**src/rtl/core/edge_interrupt_line_controller_core_macros.svh**
```systemverilog
// ---------------------------------------------------------------------------
// Assertion macros for the edge interrupt line controller
// Clocked checks with and without the reset qualifier
// ---------------------------------------------------------------------------
`ifndef EDGE_INTERRUPT_LINE_CONTROLLER_CORE_MACROS_SVH
`define EDGE_INTERRUPT_LINE_CONTROLLER_CORE_MACROS_SVH

// check that is switched off while reset is held
`define EILC_ASSERT(lbl, prop, msg) \
  lbl: assert property (@(posedge clk) disable iff (!rst_n) prop) else $error(msg);

// check that also holds across reset
`define EILC_ASSERT_ALWAYS(lbl, prop, msg) \
  lbl: assert property (@(posedge clk) prop) else $error(msg);

`endif

```
**src/rtl/core/eilc_pkg.sv**
```systemverilog
// ---------------------------------------------------------------------------
// eilc_pkg
// Types, codes and helpers shared by the interrupt line controller files
// ---------------------------------------------------------------------------
package eilc_pkg;

  localparam int unsigned REG_W = 32;
  localparam int unsigned IRQ_W = 7;

  // item kinds
  localparam logic [1:0] KIND_LINE  = 2'd0;
  localparam logic [1:0] KIND_READ  = 2'd1;
  localparam logic [1:0] KIND_WRITE = 2'd2;

  // register selects
  localparam logic [2:0] SEL_RISE   = 3'd0;
  localparam logic [2:0] SEL_FALL   = 3'd1;
  localparam logic [2:0] SEL_SWTRIG = 3'd2;
  localparam logic [2:0] SEL_UNMASK = 3'd3;
  localparam logic [2:0] SEL_PEND   = 3'd4;

  // line groups; mid and high lines share an interrupt output, direct lines own one
  localparam logic [REG_W-1:0] GRP_DIRECT = 32'h0000_001F;
  localparam logic [REG_W-1:0] GRP_MID    = 32'h0000_03E0;
  localparam logic [REG_W-1:0] GRP_HIGH   = 32'h0000_FC00;

  typedef struct packed {
    logic [1:0]       kind;
    logic [4:0]       line;
    logic             level;
    logic [2:0]       reg_sel;
    logic [REG_W-1:0] write_data;
  } item_t;

  typedef struct packed {
    logic [REG_W-1:0] read_data;
    logic [IRQ_W-1:0] irq_pulse;
    logic             bad_access;
  } result_t;

  typedef struct packed {
    logic [REG_W-1:0] rise_enable;
    logic [REG_W-1:0] fall_enable;
    logic [REG_W-1:0] soft_trigger;
    logic [REG_W-1:0] unmask;
    logic [REG_W-1:0] pending;
    logic [REG_W-1:0] last_levels;
  } state_t;

  function automatic logic [IRQ_W-1:0] pulses_for(input logic [REG_W-1:0] fired);
    logic [IRQ_W-1:0] p;
    p      = '0;
    p[4:0] = fired[4:0];
    p[5]   = |(fired & GRP_MID);
    p[6]   = |(fired & GRP_HIGH);
    return p;
  endfunction

endpackage

```
**src/rtl/core/eilc_if.sv**
```systemverilog
// ---------------------------------------------------------------------------
// eilc_in_if / eilc_out_if
// Valid/ready channels for line events, register accesses and results
// ---------------------------------------------------------------------------
interface eilc_in_if
  import eilc_pkg::*;
();
  logic             valid;
  logic             ready;
  logic [1:0]       kind;
  logic [4:0]       line;
  logic             level;
  logic [2:0]       reg_sel;
  logic [REG_W-1:0] write_data;

  modport source (output valid, output kind, output line, output level,
                  output reg_sel, output write_data, input ready);
  modport sink   (input valid, input kind, input line, input level,
                  input reg_sel, input write_data, output ready);
endinterface

interface eilc_out_if
  import eilc_pkg::*;
();
  logic             valid;
  logic             ready;
  logic [REG_W-1:0] read_data;
  logic [IRQ_W-1:0] irq_pulse;
  logic             bad_access;

  modport source (output valid, output read_data, output irq_pulse,
                  output bad_access, input ready);
  modport sink   (input valid, input read_data, input irq_pulse,
                  input bad_access, output ready);
endinterface

```
**src/rtl/core/eilc_decode.sv**
```systemverilog
// ---------------------------------------------------------------------------
// eilc_decode
// Next register state and result for one line event or register access
// ---------------------------------------------------------------------------
module eilc_decode
  import eilc_pkg::*;
#(
  parameter int unsigned NUM_LINES = 32
) (
  input  item_t   item,
  input  state_t  st,
  output state_t  st_nxt,
  output result_t res
);

  localparam logic [REG_W:0]   ONE       = (REG_W + 1)'(1);
  localparam logic [REG_W-1:0] LINE_MASK = REG_W'((ONE << NUM_LINES) - ONE);
  localparam logic [5:0]       LINE_LIM  = 6'(NUM_LINES);

  logic [REG_W-1:0] bit_sel;
  logic [REG_W-1:0] armed;
  logic [REG_W-1:0] fired;
  logic             old_lvl;
  logic             in_range;
  logic             sel_bad;

  always_comb begin
    bit_sel  = REG_W'(1) << item.line;
    in_range = {1'b0, item.line} < LINE_LIM;
    old_lvl  = |(st.last_levels & bit_sel);
    armed    = item.level ? st.rise_enable : st.fall_enable;
    sel_bad  = item.reg_sel > SEL_PEND;
    fired    = '0;
    st_nxt   = st;
    res      = '0;

    case (item.kind)
      KIND_LINE: begin
        if (in_range) begin
          st_nxt.last_levels = item.level ? (st.last_levels | bit_sel)
                                          : (st.last_levels & ~bit_sel);
          if (old_lvl != item.level) begin
            fired = armed & st.unmask & bit_sel;
          end
        end
      end
      KIND_READ: begin
        res.bad_access = sel_bad;
        unique case (item.reg_sel)
          SEL_RISE:   res.read_data = st.rise_enable;
          SEL_FALL:   res.read_data = st.fall_enable;
          SEL_SWTRIG: res.read_data = st.soft_trigger;
          SEL_UNMASK: res.read_data = st.unmask;
          SEL_PEND:   res.read_data = st.pending;
          default:    res.read_data = '0;
        endcase
      end
      KIND_WRITE: begin
        res.bad_access = sel_bad;
        unique case (item.reg_sel)
          SEL_RISE:   st_nxt.rise_enable = item.write_data;
          SEL_FALL:   st_nxt.fall_enable = item.write_data;
          SEL_SWTRIG: begin
            st_nxt.soft_trigger = item.write_data;
            fired = item.write_data & (st.rise_enable | st.fall_enable)
                  & st.unmask & LINE_MASK;
          end
          SEL_UNMASK: st_nxt.unmask  = item.write_data;
          SEL_PEND:   st_nxt.pending = st.pending & ~item.write_data;
          default:    ;
        endcase
      end
      default: ;
    endcase

    // edge and software trigger both land here; write-one-clear never fires
    st_nxt.pending = st_nxt.pending | fired;
    res.irq_pulse  = pulses_for(fired);
  end

endmodule

```
**src/rtl/core/edge_interrupt_line_controller_core.sv**
```systemverilog
// ---------------------------------------------------------------------------
// edge_interrupt_line_controller_core
// External interrupt line controller with edge detect and register access
// ---------------------------------------------------------------------------
// in_bus carries one beat per line level change, register read or register
// write. out_bus returns exactly one result beat per input beat, in order:
// read data for reads, the interrupt outputs pulsed by that beat, and the
// bad access flag for selects outside the five registers.
// Results are registered. Throughput is one beat per cycle while out_bus
// keeps up, set by the single decode stage between the state registers
// and the result register.
// A two-entry result buffer (output register plus skid register) sits on
// the output side: while out_bus stalls, one more input beat is taken and
// held in the skid entry, then in_bus.ready drops until the skid drains.
// Synchronous reset (rst_n low) clears all registers and line levels to
// zero and empties the result buffer.
// ---------------------------------------------------------------------------
`include "edge_interrupt_line_controller_core_macros.svh"

module edge_interrupt_line_controller_core
  import eilc_pkg::*;
#(
  parameter int unsigned NUM_LINES = 32
) (
  input  logic             clk,
  input  logic             rst_n,
  eilc_in_if.sink          in_bus,
  eilc_out_if.source       out_bus
);

  state_t  st_r, st_nxt;
  item_t   item;
  result_t res;
  result_t out_r, skid_r;
  logic    out_valid_r, skid_valid_r;
  logic    in_fire, out_fire;

  assign item = '{kind: in_bus.kind, line: in_bus.line, level: in_bus.level,
                  reg_sel: in_bus.reg_sel, write_data: in_bus.write_data};

  eilc_decode #(
    .NUM_LINES (NUM_LINES)
  ) u_decode (
    .item   (item),
    .st     (st_r),
    .st_nxt (st_nxt),
    .res    (res)
  );

  assign in_bus.ready = !skid_valid_r;
  assign in_fire      = in_bus.valid && in_bus.ready;
  assign out_fire     = out_valid_r && out_bus.ready;

  always_ff @(posedge clk) begin
    if (!rst_n) begin
      st_r <= '0;
    end else if (in_fire) begin
      st_r <= st_nxt;
    end
  end

  always_ff @(posedge clk) begin
    if (!rst_n) begin
      out_valid_r  <= 1'b0;
      skid_valid_r <= 1'b0;
    end else if (skid_valid_r) begin
      if (out_fire) begin
        out_r        <= skid_r;
        skid_valid_r <= 1'b0;
      end
    end else if (in_fire) begin
      if (!out_valid_r || out_fire) begin
        out_r       <= res;
        out_valid_r <= 1'b1;
      end else begin
        // output stalled: park the beat
        skid_r       <= res;
        skid_valid_r <= 1'b1;
      end
    end else if (out_fire) begin
      out_valid_r <= 1'b0;
    end
  end

  assign out_bus.valid      = out_valid_r;
  assign out_bus.read_data  = out_r.read_data;
  assign out_bus.irq_pulse  = out_r.irq_pulse;
  assign out_bus.bad_access = out_r.bad_access;

  `EILC_ASSERT(a_skid_needs_out, skid_valid_r |-> out_valid_r, "skid full with output empty")
  `EILC_ASSERT(a_state_hold, $past(rst_n) && !$past(in_fire) |-> st_r == $past(st_r), "state moved without a beat")
  `EILC_ASSERT(a_bad_clean, out_valid_r && out_r.bad_access |-> out_r.irq_pulse == '0 && out_r.read_data == '0, "bad access result not clean")
  `EILC_ASSERT_ALWAYS(a_rst_clear, !rst_n |=> !out_valid_r && !skid_valid_r && st_r == '0, "reset did not clear")

endmodule

```
**src/flat_wrapper.sv**
```systemverilog
// flat-port wrapper written by rule: the top's interface ports become plain ports
module edge_interrupt_line_controller_core_flat import eilc_pkg::*;
#(
  parameter int unsigned NUM_LINES = 32
)
  (clk, rst_n, in_bus_valid, in_bus_kind, in_bus_line, in_bus_level, in_bus_reg_sel, in_bus_write_data, in_bus_ready, out_bus_valid, out_bus_read_data, out_bus_irq_pulse, out_bus_bad_access, out_bus_ready);
  eilc_in_if in_bus_i ();
  eilc_out_if out_bus_i ();
  input  logic clk;
  input  logic rst_n;
  input wire logic [$bits(in_bus_i.valid)-1:0] in_bus_valid;
  input wire logic [$bits(in_bus_i.kind)-1:0] in_bus_kind;
  input wire logic [$bits(in_bus_i.line)-1:0] in_bus_line;
  input wire logic [$bits(in_bus_i.level)-1:0] in_bus_level;
  input wire logic [$bits(in_bus_i.reg_sel)-1:0] in_bus_reg_sel;
  input wire logic [$bits(in_bus_i.write_data)-1:0] in_bus_write_data;
  output wire logic [$bits(in_bus_i.ready)-1:0] in_bus_ready;
  output wire logic [$bits(out_bus_i.valid)-1:0] out_bus_valid;
  output wire logic [$bits(out_bus_i.read_data)-1:0] out_bus_read_data;
  output wire logic [$bits(out_bus_i.irq_pulse)-1:0] out_bus_irq_pulse;
  output wire logic [$bits(out_bus_i.bad_access)-1:0] out_bus_bad_access;
  input wire logic [$bits(out_bus_i.ready)-1:0] out_bus_ready;
  assign in_bus_i.valid = in_bus_valid;
  assign in_bus_i.kind = in_bus_kind;
  assign in_bus_i.line = in_bus_line;
  assign in_bus_i.level = in_bus_level;
  assign in_bus_i.reg_sel = in_bus_reg_sel;
  assign in_bus_i.write_data = in_bus_write_data;
  assign in_bus_ready = in_bus_i.ready;
  assign out_bus_valid = out_bus_i.valid;
  assign out_bus_read_data = out_bus_i.read_data;
  assign out_bus_irq_pulse = out_bus_i.irq_pulse;
  assign out_bus_bad_access = out_bus_i.bad_access;
  assign out_bus_i.ready = out_bus_ready;
  edge_interrupt_line_controller_core #(.NUM_LINES(NUM_LINES)) u_core (.clk(clk), .rst_n(rst_n), .in_bus(in_bus_i), .out_bus(out_bus_i));
endmodule
```
**config.mk**
```make
export PLATFORM = sky130hd
export DESIGN_NAME = edge_interrupt_line_controller_core_flat
export DESIGN_NICKNAME = d
export VERILOG_FILES = /design/src/rtl/core/eilc_pkg.sv /design/src/rtl/core/eilc_if.sv /design/src/rtl/core/eilc_decode.sv /design/src/rtl/core/edge_interrupt_line_controller_core.sv /design/src/flat_wrapper.sv
export VERILOG_INCLUDE_DIRS = /design/src /design/src/rtl/core
export SDC_FILE = /design/constraint.sdc
export NUM_CORES = 1
export LEC_CHECK = 0
export ABC_AREA = 1
export BUFFER_PORTS_ARGS = -buffer_cell sky130_fd_sc_hd__clkbuf_2
export CORE_MARGIN = 2
export CORE_UTILIZATION = 35
export DETAILED_ROUTE_END_ITERATION = 6
export PLACE_DENSITY = 0.6
export SYNTH_ARGS = -nofsm -noshare
export SYNTH_HDL_FRONTEND = slang
export SYNTH_SLANG_ARGS = --single-unit
export TNS_END_PERCENT = 5
```
**constraint.sdc**
```tcl
create_clock -name clk -period 5 [get_ports clk]
set_input_delay 0.75 -clock clk [delete_from_list [all_inputs] [get_ports clk]]
set_output_delay 0.75 -clock clk [all_outputs]
set_load 0.01 [all_outputs]
```
# Word level (Yosys, flattened, before mapping)
# Index checks and enable logic that the tools add are counted.
dict set report word_totals {
  mem_count 0
  in_bits 47
  mem_bits_rw 0
  latchBits 0
  romBits 0
  elab_cells 82
  ff_bits 274
  out_inout_bits 42
}
dict set report op_classes {
  n_div 0
  n_addsub 0
  n_bitwise 14
  n_lt_le_gt_ge 1
  mux 21
  eq_ne 9
  mul 0
  shift 1
  n_reduce_logical 22
}
# cell n
set op_table {}
lappend op_table {{32-bit AND} 7}
lappend op_table {{32-bit 2-to-1 mux} 7}
lappend op_table {{40-bit 2-to-1 mux} 4}
lappend op_table {{32-bit case mux with 5 select lines} 1}
lappend op_table {{32-bit OR} 3}
lappend op_table {{32-bit inverter} 2}
lappend op_table {{32-bit case mux with 2 select lines} 1}
lappend op_table {{32-bit OR reduction} 1}
lappend op_table {{1-bit by 5-bit << shifter with 32-bit output (first input constant)} 1}
lappend op_table {{3-bit AND reduction} 5}
lappend op_table {{1-bit 2-to-1 mux} 8}
lappend op_table {{4-bit AND reduction} 2}
lappend op_table {{3-bit by 2-bit equality test with 1-bit output (second input constant)} 2}
lappend op_table {{2-bit nonzero test} 3}
lappend op_table {{6-bit OR reduction} 1}
lappend op_table {{5-bit OR reduction} 1}
lappend op_table {{2-bit != test (second input constant)} 2}
lappend op_table {{3-bit by 1-bit equality test with 1-bit output (second input constant)} 1}
lappend op_table {{3-bit equality test (second input constant)} 1}
lappend op_table {{3-bit greater-than comparator (second input constant)} 1}
lappend op_table {{3-bit zero test} 1}
lappend op_table {{2-bit by 1-bit equality test with 1-bit output (second input constant)} 1}
lappend op_table {{2-bit equality test (second input constant)} 1}
lappend op_table {{1-bit logical AND} 2}
lappend op_table {{other kinds (7)} 9}

# Longest topological paths before layout
# Gate-level depths: netlist of the first run.
dict set report logic_depth {
  depth_word 10
  ltp_mapped 18
  mapped_depth_nobuf 16
}

# By module
# From an unflattened synthesis of the first run, not the netlist that was laid out.
dict set report hier_totals {
  hier_cells 2525
  hier_area_um2 16204.3
}
# module cells_each n_inst seq_area_each_um2 area_each_um2
set modules_own_cells {}
lappend modules_own_cells {edge_interrupt_line_controller_core 1464 1 6286.0 11075.6}
lappend modules_own_cells {eilc_decode 1061 1 0.0 5128.7}

# Worst setup path after synthesis of the first run
# No wires, ideal clock.
dict set report synth_timing {
  path_kind {input to register}
  start {in rst_n}
  end {reg u_core.out_r (netlist bit u_core.out_bus.bad_access), enable pin}
  required_ns 4.549
  t_arrival_ns 3.287
  setup_time_ns 0.451
  path_buffers 2
  slack_ns 1.262
  path_stages 4
  path_cell_list {clkbuf_1 -> clkbuf_1 -> nand2_1 -> a21oi_1}
}
dict set report synth_via {
  elab_chain_cells 1
}
# item line
set synth_lines {}
lappend synth_lines {{from (decl)} flat_wrapper.sv:10} ;# input logic rst_n;
lappend synth_lines {{4-bit AND reduction (no line)} n/a}
lappend synth_lines {{to (signal assigned)} edge_interrupt_line_controller_core.sv:68} ;# out_r <= skid_r;
lappend synth_lines {{to (signal assigned)} edge_interrupt_line_controller_core.sv:73} ;# out_r <= res;
lappend synth_lines {{to (decl)} edge_interrupt_line_controller_core.sv:34} ;# result_t out_r, skid_r;
# Every way passes these cells.
# A chain may end at the register's enable or synchronous reset.

==> flow_summary.toml, run 1 <==
[route]
drc_errors = 6
dr.pass1.iters = 7
via_count = 11994
drtAntennaViolNets = 0
drtIter0Drc = 1141
wl_per_cell_um = 20.22
routed_via_density = 5.571
wl_mm = 43.54

[yosys]
yosys_warnings = 0
yosys_register_bits = 274
netlist_area_um2 = 12690
synth_seq_area_share_pct = 49.54
synth_top_cell_area_share_pct = 30.61
syn_inst = 1627
synth_flop_cell = "dfxtp_1"
synthTopCellsByCount = "nand2_1 (334), nor2_1 (223), dfxtp_1 (194)"
synth_most_common_cell = "nand2_1"
synth_nets = 1677
synth-edff-count = 80
synth.area.top_cells = "dfxtp_1 (31%), edfxtp_1 (19%), nand2_1 (9.9%)"
synth_top_area_cell = "dfxtp_1"
synth.avg_cell_area_um2 = 7.799
async_reset_ff_share_pct = 0
ys_types = 44

[critical_path]
path_max_fanout = 27
crit_family = "simple AND/OR/NAND/NOR gates"
worstSetupStartpointType = "input port"
r2r-end = "u_core.out_bus.read_data[24]"
cp_cell_sequence = "clkbuf_2 -> inv_1 -> nor2_1 -> nand2_1 -> nand2_1 -> nor2_1 -> nand2_1 -> nor2_2 -> nand3_2 -> nand2_2 -> inv_2 -> nand4_1 -> nand2_1 -> inv_2 -> o21ai_1"
cp_slowest_stage_delay_ns = 0.63
r2r_cells = 4
crit_top_cell = "nand2_1"
crit_buf_inv = 4
end_kind = "register"
cp_data_required_time_ns = 5.30
cp.arrival_ns = 3.45
r2r_slack_ns = 2.47
path_class = "in -> reg"
rr_startpoint = "u_core.skid_valid_r"
cpMaxStageDelayCell = "inv_1"

[floorplan]
die_h_um = 194.4
die-width_um = 194.4
start_util_pct = 35.59
die_area_um2 = 37800
io_pins = 89
core_um2 = 35660
std_cell_rows = 69

[layout]
antennaDiodeCount = 0
final_cells = 2153
area_delta_synth_final_pct = 15.01
drive_above_1_share_pct = 12.06
nNetsFinal = 1718

[pwr]
p_sw_share_pct = 24.01
clock_power_share_pct = 47.3
p_int_mw = 3.836
p_leak_nw = 5.478
p_seq_share_pct = 46.3
p_comb_share_pct = 6.4
power_density_nw_per_um2 = 345.9
ir_drop_uv = 162.9
switchingPower_mw = 1.212
power_mw = 5.048

[sta]
rsz0062_at_grt = "no"
slew_viol_final = 0
hold_slack_ns = 0.4443
period_share_pct = 62.92
hold_viol_final = 0
worst_pin_slew_ns = 1.054
fin_setup_tns_ns = 0
fmax_mhz = 317.9
finClkSkew_ns = 0.01065
min_period_ns = 3.146
slew_headroom_pct = 29.61
setup_viol = 0

[global_routing]
antenna_found_initial = 3
grt_pass1_vias = 11498
grt_pass1_wl_mm = 67.39
grt_remaining_overflow = 0
grt_usage_pct = 22.63
grt_start_max_net_pins = 81

[clock_network]
cts_resized = 0
clk_pin_slew_ns = 0.06
cts_sinks = 274
worstSkewPairLatency_ns = 0.57
numCtsBuffers = 30
h-tree-depth = 1
root_buffer = "clkbuf_16"
cts_tree = "built"
clockBufferDepth = 3
cts_setup_buffers = 0
cts_hold_buf = 0

[placement]
place.port_buffers = 88
dpl.cell_count = 2097
gp_congestion = 0.9000
dp_hpwl_mm = 27.96

[min_path]
worstHoldPathType = "reg -> reg"
min_path_cells = 2

[outcome]
outcome = "finished with violations"
violations = "DRC"

[job]
drv_cap = 0
final cells by class:
class / instances / area, µm²
tap: 461 / 576.8
fill: 3564 / 21060
multi-input combinational: 1134 / 5583
timing repair buffer: 120 / 683.2
inverter: 108 / 407.9
sequential: 274 / 6286
clock inverter: 22 / 260.3
clock buffer: 34 / 797.0
how the worst max path moves through the flow:
stage	startpoint	to	slack [ns]	depth (start not counted)
floorplan	rst_n	u_core.out_bus.bad_access	1.26	4
global placement	in_bus_line[4]	u_core.out_bus.irq_pulse[0]	1.46	15
detailed placement	in_bus_line[4]	u_core.out_bus.irq_pulse[0]	1.35	15
CTS	in_bus_line[4]	u_core.out_bus.irq_pulse[0]	1.92	15
global route	in_bus_line[4]	u_core.out_bus.irq_pulse[0]	1.62	15
finish	in_bus_line[4]	u_core.out_bus.irq_pulse[0]	1.85	15
power groups by stage:
stage	logic (mW)	registers, mW	clock network [mW]
after global placement	0.312	2.39	0
after global routing	0.348	2.34	2.50
after detailed placement	0.316	2.39	0
after floorplan	0.165	2.39	0
after CTS	0.317	2.34	2.41
final	0.323	2.34	2.39
routing by layer:
metal / vias to the layer above / routed length, µm / track usage, %
li1: 5707 / - / -
met1: 5656 / 18620 / 30.15
met2: 512 / 19500 / 35.86
met3: 115 / 4017 / 5.327
met4: 4 / 1369 / 8.177
met5: - / 31 / 0
cell usage in the layout (no fill, tap or decap), types with 6 or more instances in the layout:
cell type  instances
clkbuf_2          87
clkbuf_16         31
o21ai_1            9
nand4_1           20
nor2_1           218
edfxtp_1          80
clkinv_2           6
inv_1             97
o2111ai_1         27
a311oi_1          21
o221ai_1           8
a2111oi_0          7
bufinv_16          6
nand2_1          334
a221oi_1          20
o21ai_0          174
nand3_1           59
clkinv_1          12
buf_4             33
dfxtp_1          194
a22oi_1            8
o211ai_1          21
nor2_2            15
nor3_1            10
a21oi_1          139
worst reg2reg max path, delay by kind of cell (launching register included):
| family | cells | cell delay [ns] |
|---|---|---|
| buffers and inverters | 2 | 0.81 |
| AND/OR/NAND/NOR | 1 | 0.21 |
| AO/OA/AOI/OAI | 1 | 0.86 |
| flip-flops | 1 | 0.34 |
metrics by stage:
step | util [%] | setup WS, ns | instance area, µm²
after floorplan | - | 1.262 | 12690
after global placement | 37.97 | 1.465 | 13540
after detailed placement | 37.97 | 1.355 | 13540
after CTS | 40.93 | 1.924 | 14590
after global routing | 40.93 | 1.622 | 14590
final | 40.93 | 1.854 | 14590
cells by family (layout without fill, tap and decap cells):
logic type      Yosys count  after routing  synth area share (%)
compound gates          457            457                 21.55
simple gates            674            674                 21.79
buf+inv                 219            284                 6.823
fa+ha+maj                 3              3                0.2958
flops                   274            274                 49.54
(Power assumes the default switching activity.)
==> run 2: changes to the inputs <==
--- a/config.mk
+++ b/config.mk
@@ -11,7 +11,7 @@
 export CORE_MARGIN = 2
 export CORE_UTILIZATION = 35
 export DETAILED_ROUTE_END_ITERATION = 6
-export PLACE_DENSITY = 0.6
+export PLACE_DENSITY = 0.62
 export SYNTH_ARGS = -nofsm -noshare
 export SYNTH_HDL_FRONTEND = slang
 export SYNTH_SLANG_ARGS = --single-unit
==> constraint.sdc (replaced) <==
create_clock -name clk -period 2.8 [get_ports clk]
set_input_delay 0.42 -clock clk [delete_from_list [all_inputs] [get_ports clk]]
set_output_delay 0.42 -clock clk [all_outputs]
set_load 0.01 [all_outputs]
==> run 2 against run 1 <==
The flow still finishes with violations (DRC). First-iteration DRC count up 22%. Flip-flop and latch count unchanged. Design area up 2.1%. Critical path depth unchanged. Combinational power up 92%. Sequential power up 79%. Clock skew down 0.00057 ns. Via count up 3.0%. Count of clock-buffer cells in the layout down 1. Worst setup slack worse by 1.2 ns. Sequential share of layout area down 0.87 points.
==> flow_summary.toml, run 2 (synthesis gave the netlist of run 1 again) <==
[clock_network]
cts_sinks = 274
numCtsBuffers = 29
h-tree-depth = 1
clockBufferDepth = 3
cts_resized = 0
cts_tree = "built"
root_buffer = "clkbuf_16"
cts_hold_buf = 0
cts_setup_buffers = 0
worstSkewPairLatency_ns = 0.55
clk_pin_slew_ns = 0.06

[job]
drv_cap = 0

[route]
drtIter0Drc = 1391
drc_errors = 17
wl_mm = 44.70
wl_per_cell_um = 20.42
routed_via_density = 5.642
dr.pass1.iters = 7
drtAntennaViolNets = 0
via_count = 12350

[critical_path]
crit_start = "in_bus_line[3]"
worstSetupStartpointType = "input port"
cp.arrival_ns = 2.48
end_kind = "register"
cp_data_required_time_ns = 3.10
path_class = "in -> reg"
path_max_fanout = 14

[sta]
rsz0062_at_grt = "no"
hold_slack_ns = 0.1960
fmax_mhz = 459.4
hold_viol_final = 0
worst_slack_ns = 0.6230
min_period_ns = 2.177
finClkSkew_ns = 0.01008
slew_viol_final = 0
period_share_pct = 77.75
setup_viol = 0
fin_setup_tns_ns = 0
slew_headroom_pct = 51.65
worst_pin_slew_ns = 0.7244

[layout]
mostFrequentLayoutCells = "nand2_1 (334), nor2_1 (218), dfxtp_1 (194), o21ai_0 (174), a21oi_1 (139)"
drive_above_1_share_pct = 13.78
nNetsFinal = 1755
layout_commonest_cell = "nand2_1"
area_delta_synth_final_pct = 17.37
final_cells = 2189

[min_path]
hp-start = "in_bus_write_data[16]"
worstHoldPathType = "in -> reg"

[outcome]
violations = "DRC"
outcome = "finished with violations"

[global_routing]
antenna_found_initial = 3
grt_pass1_vias = 11979
grt_pass1_wl_mm = 69.77
grt_usage_pct = 23.32
grt_start_max_net_pins = 139
grt_remaining_overflow = 0

[placement]
dp_hpwl_mm = 29.50
gp_congestion = 0.8876
place.port_buffers = 88
place_ws_ns = 0.1428
dpl.cell_count = 2135

[pwr]
power_mw = 8.775
ir_drop_uv = 375.6
power_density_nw_per_um2 = 589.2
p_leak_nw = 5.662

[floorplan]
std_cell_rows = 69
die_area_um2 = 37800
start_util_pct = 35.59
core_um2 = 35660
die_h_um = 194.4
io_pins = 89
die-width_um = 194.4
-- run 2: cell types whose count changed in the layout (fill, tap and decap cells not counted), sizes merged --
cell      previous run  this run
clkinvlp             2         1
buf                 33        71
clkbuf             121       120
diode                0         1
inv                104       103
bufinv               6         5
clkinv              18        19
-- run 2: cell type report --
| type | count | area (µm²) |
|---|---|---|
| timing repair buffer | 158 | 1069 |
| sequential | 274 | 6286 |
| fill | 3581 | 20760 |
| clock buffer | 33 | 750.7 |
| multi-input combinational | 1134 | 5583 |
| clock inverter | 20 | 219.0 |
| tap | 461 | 576.8 |
| antenna | 1 | 2.502 |
| inverter | 108 | 407.9 |
-- run 2: per-layer routing --
layer,wire [µm],global-route usage [%],part of all wire [%],up-vias
met3,4002,4.494,9.0,114
met5,16,0,0.036,-
met2,20450,38.29,46,596
met1,18630,30.45,42,5859
li1,-,-,-,5779
met4,1599,8.860,3.6,2
-- run 2: path summary, 6_finish.rpt --
path              cells past startpoint                           to  slack (ns)
setup / recovery                     15  u_core.out_bus.irq_pulse[5]        0.62
hold / removal                        3             u_core.st_r[144]        0.20
setup reg to reg                     12  u_core.out_bus.irq_pulse[5]        0.66
hold reg to reg                       2                     register        0.45
-- run 2: per-stage QoR --
step                util [%]  area (µm²)
finish                 41.77       14890
global route           41.77       14890
CTS                    41.77       14890
detailed placement     39.05       13920
global placement       39.05       13920
floorplan                  -       12690
-- run 2: where the power goes --
group	internal (mW)	total, mW	switching, mW
Sequential	4.14	4.18	0.0374
Combinational	0.159	0.621	0.462
Clock	2.37	3.98	1.61
-- run 2: critical path, cell delays in order --
cell and delay, ns:
clkbuf_2 0.21, inv_4 0.19, nor2_1 0.10, nand3_1 0.07
nand2_1 0.06, nor2_1 0.15, nand2_1 0.09, nor2_2 0.20
nand3_2 0.31, nand3_1 0.19, nand2_1 0.08, nor2_1 0.17
nand3_1 0.11, nand2_1 0.07, nand2_1 0.05
